[src/design/rvc_div.sv]
module rvc_div #(
	parameter int NUM_W  = 37,
	parameter int DEN_W  = 35,
	parameter int Q_W    = 8,
	parameter int LANES  = 1,
	parameter int SIDE_W = 1
) (
	input  logic              clk,
	input  logic              en,
	input  logic [NUM_W-1:0]  num [LANES],
	input  logic [DEN_W-1:0]  den,
	input  logic [SIDE_W-1:0] side,
	output logic [Q_W-1:0]    quo [LANES],
	output logic              ovf [LANES],
	output logic [SIDE_W-1:0] side_out
);

	// Working width holds the numerator and the divisor at its largest shift
	localparam int W = ((NUM_W > DEN_W + Q_W) ? NUM_W : DEN_W + Q_W) + 1;

	logic [W-1:0]      rem_s  [Q_W+1][LANES];
	logic [Q_W-1:0]    quo_s  [Q_W+1][LANES];
	logic              ovf_s  [Q_W+1][LANES];
	logic [DEN_W-1:0]  den_s  [Q_W+1];
	logic [SIDE_W-1:0] side_s [Q_W+1];

	// Entry stage: load dividend, flag quotients that do not fit in Q_W bits
	always_ff @(posedge clk) begin
		if (en) begin
			den_s[0]  <= den;
			side_s[0] <= side;
		end
	end

	for (genvar l = 0; l < LANES; l++) begin : g_entry
		always_ff @(posedge clk) begin
			if (en) begin
				rem_s[0][l] <= W'(num[l]);
				quo_s[0][l] <= '0;
				ovf_s[0][l] <= W'(num[l]) >= (W'(den) << Q_W);
			end
		end
	end

	// One restoring step per stage, most significant quotient bit first
	for (genvar k = 1; k <= Q_W; k++) begin : g_step
		localparam int B = Q_W - k;

		always_ff @(posedge clk) begin
			if (en) begin
				den_s[k]  <= den_s[k-1];
				side_s[k] <= side_s[k-1];
			end
		end

		for (genvar l = 0; l < LANES; l++) begin : g_lane
			logic [W-1:0] sub;
			logic         ge;

			assign sub = W'(den_s[k-1]) << B;
			assign ge  = rem_s[k-1][l] >= sub;

			always_ff @(posedge clk) begin
				if (en) begin
					rem_s[k][l] <= ge ? rem_s[k-1][l] - sub : rem_s[k-1][l];
					quo_s[k][l] <= quo_s[k-1][l] | (Q_W'(ge) << B);
					ovf_s[k][l] <= ovf_s[k-1][l];
				end
			end
		end
	end

	for (genvar l = 0; l < LANES; l++) begin : g_out
		assign quo[l] = quo_s[Q_W][l];
		assign ovf[l] = ovf_s[Q_W][l];
	end
	assign side_out = side_s[Q_W];

endmodule

[config.mk]
export PLATFORM = sky130hd
export DESIGN_NAME = rvc_div
export DESIGN_NICKNAME = d
export VERILOG_FILES = /design/src/design/rvc_div.sv
export SDC_FILE = /design/constraint.sdc
export NUM_CORES = 1
export LEC_CHECK = 0
export BUFFER_PORTS_ARGS = -buffer_cell sky130_fd_sc_hd__clkbuf_2
export CAP_MARGIN = 15
export CORE_MARGIN = 2
export CORE_UTILIZATION = 40
export CTS_BUF_LIST = sky130_fd_sc_hd__clkbuf_2
export CTS_CLUSTER_DIAMETER = 200
export CTS_CLUSTER_SIZE = 16
export DETAILED_ROUTE_END_ITERATION = 6
export RECOVER_POWER = 100
export SETUP_SLACK_MARGIN = 0.15
export SLEW_MARGIN = 20
export SYNTH_ARGS = -nofsm -noshare
export SYNTH_HDL_FRONTEND = slang
export SYNTH_SLANG_ARGS = --single-unit
[constraint.sdc]
create_clock -name clk -period 3.4 [get_ports clk]
set_input_delay 0 -clock clk [delete_from_list [all_inputs] [get_ports clk]]
set_output_delay 0 -clock clk [all_outputs]
set_load 0.02 [all_outputs]
Word-level counts from Yosys, hierarchy flattened

Memory sizes are Yosys's and may differ from the RTL's.
Cells that the tools add are included.

Memories: 5
Register bits: 0
Word-level logic and storage cells: 40
Bits in writable memories: 801
Output and inout port bits: 10

Bitwise operators: 8
Multiplexer cells: 10
Magnitude comparators: 9
$add $sub $neg: 8

Memory list:

| name   | depth | width | rd ports | clocked after memory_dff | wr ports | RTL line | text |
|---|---|---|---|---|---|---|---|
| rem_s  | 9     | 44    | 8        | 0                        | 9        | 21       | `logic [W-1:0] rem_s [Q_W+1][LANES];` |
| den_s  | 9     | 35    | 8        | 0                        | 9        | 24       | `logic [DEN_W-1:0] den_s [Q_W+1];` |
| quo_s  | 9     | 8     | 9        | 0                        | 9        | 22       | `logic [Q_W-1:0] quo_s [Q_W+1][LANES];` |
| ovf_s  | 9     | 1     | 9        | 0                        | 9        | 23       | `logic ovf_s [Q_W+1][LANES];` |
| side_s | 9     | 1     | 9        | 0                        | 9        | 25       | `logic [SIDE_W-1:0] side_s [Q_W+1];` |

Operators by type and width:

| operator        | number |
|---|---|
| $mux 44         | 8 |
| $ge 44x35->1    | 1 |
| $ge 44x36->1    | 1 |
| $ge 44x37->1    | 1 |
| $ge 44x38->1    | 1 |
| $ge 44x39->1    | 1 |
| $ge 44x40->1    | 1 |
| $ge 44x41->1    | 1 |
| $ge 44x42->1    | 1 |
| $sub 44x35->44  | 1 |
| $sub 44x36->44  | 1 |
| $sub 44x37->44  | 1 |
| $sub 44x38->44  | 1 |
| $sub 44x39->44  | 1 |
| $sub 44x40->44  | 1 |
| $sub 44x41->44  | 1 |
| $sub 44x42->44  | 1 |
| $ge 37x43->1    | 1 |
| $or 8x1->8      | 1 |
| $or 8x2->8      | 1 |
| $or 8x3->8      | 1 |
| $or 8x4->8      | 1 |
| $or 8x5->8      | 1 |
| $or 8x6->8      | 1 |
| other kinds (3) | 4 |

Longest topological paths before layout

Gate-level depths: netlist of the first run.
An unclocked memory read counts as a cell.

Word-level depth: 3
Mapped depth: 15

Least setup slack after synthesis of the first run

OpenSTA, ideal clock, no wires.

Path kind: register to register
Start: memory rem_s[0][222] (netlist name)
End: memory rem_s[0][267] (netlist name) (data pin)
Slack: 0.017 ns
Arrival: 3.124 ns
Cell stages (with the launch flop): 14
Setup time: 0.260 ns
Cells stage by stage: edfxtp_1 -> inv_1 -> ha_1 -> inv_1 -> fa_1 -> a211oi_1 -> o211ai_1 -> a2111oi_2 -> nor4_1 -> nor2_1 -> o21ai_4 -> a21oi_4 -> buf_2 -> mux2_2

RTL lines:

| element            | RTL line |
|---|---|
| start: declaration | 21 |

==> results of run 1 <==
-- area by class of cell --
cell class	count	area (sq um)	share of cell area
sequential	679	20400	0.422
clock buffer	48	240	0.00497
timing repair buffer	706	5980	0.124
inverter	371	1400	0.0289
multi-input combinational	2464	18600	0.385
clock inverter	4	101	0.00210
tap	1287	1610	0.0333
antenna	4	10.0	0.000207
-- where the power goes --
| part | leakage (uW) | total [uW] | internal (uW) | switching, uW |
|---|---|---|---|---|
| logic | 0.0130 | 13200 | 6270 | 6930 |
| clock network | 0.000248 | 3080 | 611 | 2470 |
| registers | 0.00661 | 12200 | 11300 | 960 |
-- cells in the mapped netlist, types with 86 or more instances --
cell type / number / area (sq um)
ha_1: 304 / 3800
edfxtp_1: 679 / 20400
o21ai_0: 243 / 1220
xor2_1: 91 / 797
nand2_1: 285 / 1070
inv_1: 370 / 1390
clkbuf_1: 86 / 323
a21o_1: 143 / 1070
nor2_1: 217 / 815
a21oi_1: 323 / 1620
xnor2_1: 147 / 1290
-- layer usage --
| metal | global-route usage | share of wire | vias up |
|---|---|---|---|
| met4 | 0.0739 | 0.046 | 2 |
| met5 | 0 | 0.00014 | - |
| li1 | - | - | 14500 |
| met2 | 0.292 | 0.47 | 676 |
| met3 | 0.0175 | 0.035 | 194 |
| met1 | 0.236 | 0.45 | 13300 |
-- how the worst max path moves through the flow --
| stage | from | to | slack [ps] |
|---|---|---|---|
| floorplan | rem_s[0][93]$_DFFE_PP_ | rem_s[0][173]$_DFFE_PP_ | 150 |
| global placement | rem_s[0][93]$_DFFE_PP_ | rem_s[0][175]$_DFFE_PP_ | -40 |
| detailed placement | rem_s[0][93]$_DFFE_PP_ | rem_s[0][175]$_DFFE_PP_ | -90 |
| CTS | rem_s[0][94]$_DFFE_PP_ | rem_s[0][173]$_DFFE_PP_ | -70 |
| global route | den_s[0][105]$_DFFE_PP_ | rem_s[0][219]$_DFFE_PP_ | -220 |
| finish | den_s[0][35]$_DFFE_PP_ | rem_s[0][115]$_DFFE_PP_ | -50 |
-- sequential cells by signal (all words and copies together), names as in the netlist --
name	cells
quo_s	36
den_s	280
side_s	9
ovf_s	9
rem_s	345
-- stage by stage --
stage | power [uW] | TNS (ps) | instance area [sq um] | instances
5_1_grt | 30500 | -18990 | 48400 | 5561
6_report | 28500 | -439 | 48400 | 5563
3_5_place_dp | 23700 | -909 | 43000 | 5131
3_3_place_gp | 23600 | -120 | 43000 | 5131
2_1_floorplan | 20200 | 0 | 39400 | 3637
4_1_cts | 27600 | -276 | 46700 | 5461
-- cell families (layout without fill, tap and decap cells) --
kind of cell	after synthesis	after routing
adder cells (fa/ha/maj)	311	311
AO/OA/AOI/OAI	987	987
multiplexers	45	45
flip-flops	679	679
AND/OR/NAND/NOR	883	883
buffers and inverters	494	1129
other	0	4
XOR/XNOR	238	238
-- timing repair --
action                                  CTS  global route
gates resized for setup                 169           320
gates cloned                              7            10
setup buffers                            49            89
hold endpoints to repair                753             0
pin swaps                                69           137
endpoints found under the setup margin  181           228
hold buffers                            222             0
==> results.py, run 1 <==
metrics = {
    "placed_design": {
        "pre_cts_slack_ps": -85.3,
        "dp_hpwl_um": 65400,
        "io_buffers": 84,
        "gp_congestion": 0.939,
    },
    "clocking": {
        "cts_made_buffers": 48,
        "cts_sinks": 679,
        "cts.root.buffer_cell": "clkbuf_2",
        "clk_pin_slew_worst_paths_ps": 310,
        "cts_max_level": 2,
        "clk_path_buf_depth": 3,
        "tritoncts": "done",
        "clkLatencyLatePin_ps": 1320,
    },
    "logic_synthesis": {
        "synthesis.area_sq_um": 39400,
        "synthFlopType": "edfxtp_1",
        "synthAdderAreaFrac": 0.100,
        "yosys_warnings": 0,
        "synth_cell_type_count": 98,
        "syn_inst": 3637,
        "ys_ff_latch": 679,
        "synthArstFlopShare": 0,
        "synthXorXnorAreaFrac": 0.0529,
        "synth_top_family_by_area": "compound AO/OA/AOI/OAI gates",
        "synth-simple-area-share": 0.109,
        "synth_mux_area_frac": 0.0128,
        "synth_compound_area_frac": 0.159,
        "avgSynthCellArea_sq_um": 10.8,
        "yosysSeqAreaShare": 0.517,
        "synth_edf_count": 679,
        "synth_fp_nets": 4023,
    },
    "min_path": {
        "hold_path_class": "flop to flop",
        "worstHoldStart": "quo_s[0][59]$_DFFE_PP_",
        "hold_end": "quo_s[0][67]$_DFFE_PP_",
        "hold_depth": 0,
    },
    "critical_path": {
        "timing.rr.start": "den_s[0][35]$_DFFE_PP_",
        "startpoint_type": "flop",
        "arrival_ps": 4440,
        "worstReg2RegEnd": "rem_s[0][115]$_DFFE_PP_",
        "worstPathCellList": "ha_2 -> inv_2 -> fa_2 -> a21oi_1 -> o21ai_1 -> a21oi_4 -> o211ai_1 -> a31oi_1 -> clkbuf_2 -> or2_4 -> o31ai_4 -> clkbuf_2 -> buf_12 -> mux2_4",
        "cp-end-kind": "flop",
        "critPathTopFamily": "compound AO/OA/AOI/OAI gates",
        "slowest_stage": "edfxtp_1",
        "path_buf_inv": 4,
        "reg2reg_slack_ps": -50,
        "cp.required_ps": 4390,
        "path_class": "flop to flop",
        "cpPeakStageDelay_ps": 480,
        "path_depth": 14,
        "r2r_cells": 14,
        "crit_top_cell": "clkbuf_2",
        "crit_fanout": 7,
    },
    "power": {
        "peakVddDrop_uv": 297,
        "p_per_area_nw_per_um2": 589,
        "p_leak_uw": 0.0199,
    },
    "sta": {
        "period_share": 1.02,
        "hold_violations": 0,
        "rsz0062_at_grt": "true",
        "max_freq_mhz": 290,
        "drv_slew": 150,
        "fin_hold_ws_ps": 429,
        "finalSetupViolCount": 20,
        "clock_skew_ps": 148,
        "tightest_slew_ps": 2150,
        "period_needed_ps": 3450,
        "setup_ws_ps": -51.1,
        "relSlewSlack": -0.431,
    },
    "grt": {
        "grt_pass1_wl_um": 145000,
        "grt_pass1_vias": 27900,
        "gr-usage-all-layers": 0.176,
        "overflow": 0,
        "grt_max_degree": 76,
        "antenna_found_initial": 4,
    },
    "detailed_routing": {
        "viasPerCell": 5.15,
        "remaining_drc_errors": 0,
        "wl_per_cell_um": 16.7,
        "firstDrtPassIters": 5,
        "vias": 28600,
        "ant_nets": 0,
        "wl_um": 93000,
        "drtIter0Drc": 1711,
    },
    "floorplanning": {
        "dieArea_sq_um": 101000,
        "die_h_um": 318,
        "initial_core_util": 0.402,
        "std_cell_rows": 115,
        "io-pin-count": 85,
        "core_area_sq_um": 98000,
        "die_w_um": 318,
    },
    "cells_and_area": {
        "syn2layout_area_growth_pct": 22.8,
        "final_cell_mix": "edfxtp_1, inv_1, a21oi_1",
        "drive_gt1_frac": 0.188,
        "fill_cells": 8845,
        "nets": 4656,
        "final_common_cell": "edfxtp_1",
        "final_util": 0.494,
    },
    "job": {
        "drv_cap": 2,
    },
    "status": {
        "status": "complete, but fails checks",
        "violations": "max-capacitance violations, max-slew violations, negative setup slack",
    },
}
Power figures use the tool's default switching activity.
==> run 2, diff against run 1 <==
BUFFER_PORTS_ARGS = unset   (was -buffer_cell sky130_fd_sc_hd__clkbuf_2)
DONT_BUFFER_PORTS = 1   (was unset)
==> run 2 against run 1 <==
Effect of this change:
- the flow finishes with violations (negative hold slack, max-slew violations, negative setup slack)
- global-route usage down 0.24 points
- combinational power shrank 3%
- sequential share of layout area rose by 0.80 points
- first-iteration DRC count increased by 9.5%
- final cell count is 1.8% lower
- critical path depth decreased by 3
- maximum frequency grew 0.71%
- largest cell class unchanged
==> results.py, run 2 (synthesis results as in run 1) <==
metrics = {
    "sta": {
        "period_share": 1.01,
        "setup_ws_ps": -26.8,
        "fin_hold_ws_ps": -1130,
        "relSlewSlack": -1.96,
        "finalSetupViolCount": 5,
        "drv_slew": 546,
        "hold_violations": 147,
        "rsz0062_at_grt": "true",
        "period_needed_ps": 3430,
        "tightest_slew_ps": 4450,
        "clock_skew_ps": 166,
        "max_freq_mhz": 292,
    },
    "floorplanning": {
        "std_cell_rows": 115,
        "dieArea_sq_um": 101000,
        "io-pin-count": 85,
        "initial_core_util": 0.402,
        "die_w_um": 318,
        "die_h_um": 318,
        "core_area_sq_um": 98000,
    },
    "detailed_routing": {
        "firstDrtPassIters": 6,
        "vias": 28300,
        "wl_per_cell_um": 17.1,
        "wl_um": 93200,
        "remaining_drc_errors": 0,
        "drtIter0Drc": 1874,
        "viasPerCell": 5.18,
        "ant_nets": 0,
    },
    "clocking": {
        "clk_path_buf_depth": 3,
        "cts_made_buffers": 48,
        "cts_sinks": 679,
        "cts_hold_buf": 222,
        "cts.root.buffer_cell": "clkbuf_2",
        "tritoncts": "done",
        "cts_max_level": 2,
        "clk_pin_slew_worst_paths_ps": 310,
        "clkLatencyLatePin_ps": 1290,
    },
    "critical_path": {
        "timing.rr.start": "rem_s[0][117]$_DFFE_PP_",
        "arrival_ps": 4420,
        "worstPathCellList": "ha_1 -> a21o_1 -> a21o_1 -> a21o_1 -> a2111o_1 -> o22ai_1 -> a21boi_0 -> o21ai_2 -> nor2_2 -> buf_4 -> mux2_2",
        "path_class": "flop to flop",
        "startpoint_type": "flop",
        "crit_fanout": 29,
        "cp-end-kind": "flop",
        "path_buf_inv": 1,
        "slowest_stage": "edfxtp_1",
        "cp.required_ps": 4390,
        "worstSetupStartpoint": "rem_s[0][117]$_DFFE_PP_",
        "critPathTopFamily": "compound AO/OA/AOI/OAI gates",
        "crit_top_cell": "a21o_1",
        "cpPeakStageDelay_ps": 450,
    },
    "power": {
        "peakVddDrop_uv": 343,
        "p_per_area_nw_per_um2": 587,
        "p_leak_uw": 0.0195,
    },
    "job": {
        "drv_cap": 0,
    },
    "min_path": {
        "hold_path_class": "primary input to flop",
        "worstHoldStart": "en",
    },
    "cells_and_area": {
        "syn2layout_area_growth_pct": 20.5,
        "top_register": "rem_s",
        "final_util": 0.484,
        "largest_reg_flops": 345,
        "fill_cells": 8812,
        "nets": 4557,
        "final_common_cell": "edfxtp_1",
        "final_cell_mix": "edfxtp_1, inv_1, a21oi_1",
        "fin_area_sq_um": 47500,
        "drive_gt1_frac": 0.174,
        "largest_registers": "rem_s x345, den_s x280, quo_s x36",
    },
    "grt": {
        "overflow": 0,
        "grt_max_degree": 680,
        "antenna_found_initial": 4,
        "grt_pass1_wl_um": 143000,
        "grt_pass1_vias": 27600,
        "gr-usage-all-layers": 0.174,
    },
    "placed_design": {
        "io_buffers": 0,
        "dpl-instance-area_sq_um": 42300,
        "gp_congestion": 0.898,
        "dp_hpwl_um": 63400,
    },
    "status": {
        "violations": "negative hold slack, max-slew violations, negative setup slack",
        "status": "complete, but fails checks",
    },
}
==> run 2: changes by cell type in the layout (fill, tap and decap cells not counted), moves of 11 or more <==
cell | before | now
clkbuf_2 | 85 | 52
o21ai_2 | 56 | 39
clkbuf_1 | 83 | 13
buf_6 | 38 | 19
o21ai_0 | 172 | 183
nand2_1 | 242 | 260
buf_4 | 264 | 289
==> run 2: power by group <==
| part | switching [uW] | internal [uW] |
|---|---|---|
| registers | 950 | 11300 |
| clock network | 2460 | 388 |
| logic | 6670 | 6120 |
==> run 2: final timing paths <==
| path | depth (start not counted) | slack [ps] | to |
|---|---|---|---|
| min reg2reg | 0 | 440 | den_s[0][65]$_DFFE_PP_ |
| max reg2reg | 11 | -30 | rem_s[0][138]$_DFFE_PP_ |
| max | 11 | -30 | rem_s[0][138]$_DFFE_PP_ |
| min | 0 | -1130 | ovf_s[0][1]$_DFFE_PP_ |
==> run 2: final cells by class <==
class                   instances  area [sq um]  share of cell area
inverters                     371          1400              0.0294
diodes                          3          7.51            0.000158
multi-input cells            2465         18400               0.388
flip-flops and latches        679         20400               0.429
clock inverters                 3          18.8            0.000395
clock buffers                  49           245             0.00517
repair buffers                606          5380               0.113
well taps                    1287          1610              0.0339
==> run 2: repair_timing <==
item	in CTS	in global routing
pin swaps	57	135
resized for setup	99	309
setup buffers	45	93
cloned	5	16
hold endpoints to repair	753	679
setup endpoints to repair	172	214
==> run 2: metal layers <==
| metal | vias up | GRT usage | share of wire |
|---|---|---|---|
| met5 | - | 0 | 0.00014 |
| met4 | 2 | 0.0686 | 0.042 |
| met3 | 189 | 0.0173 | 0.030 |
| met2 | 603 | 0.290 | 0.48 |
| met1 | 13200 | 0.233 | 0.45 |
| li1 | 14300 | - | - |
==> run 2: through the flow <==
step	setup slack (ps)	setup TNS [ps]	cells	total power, uW
global route	-158	-13240	5461	29800
detailed placement	-156	-2170	5028	23400
finish	-26.8	-60.7	5463	27900
CTS	-7.48	-32.3	5352	26900
global placement	-143	-1190	5028	23400
floorplan	151	0	3637	20200
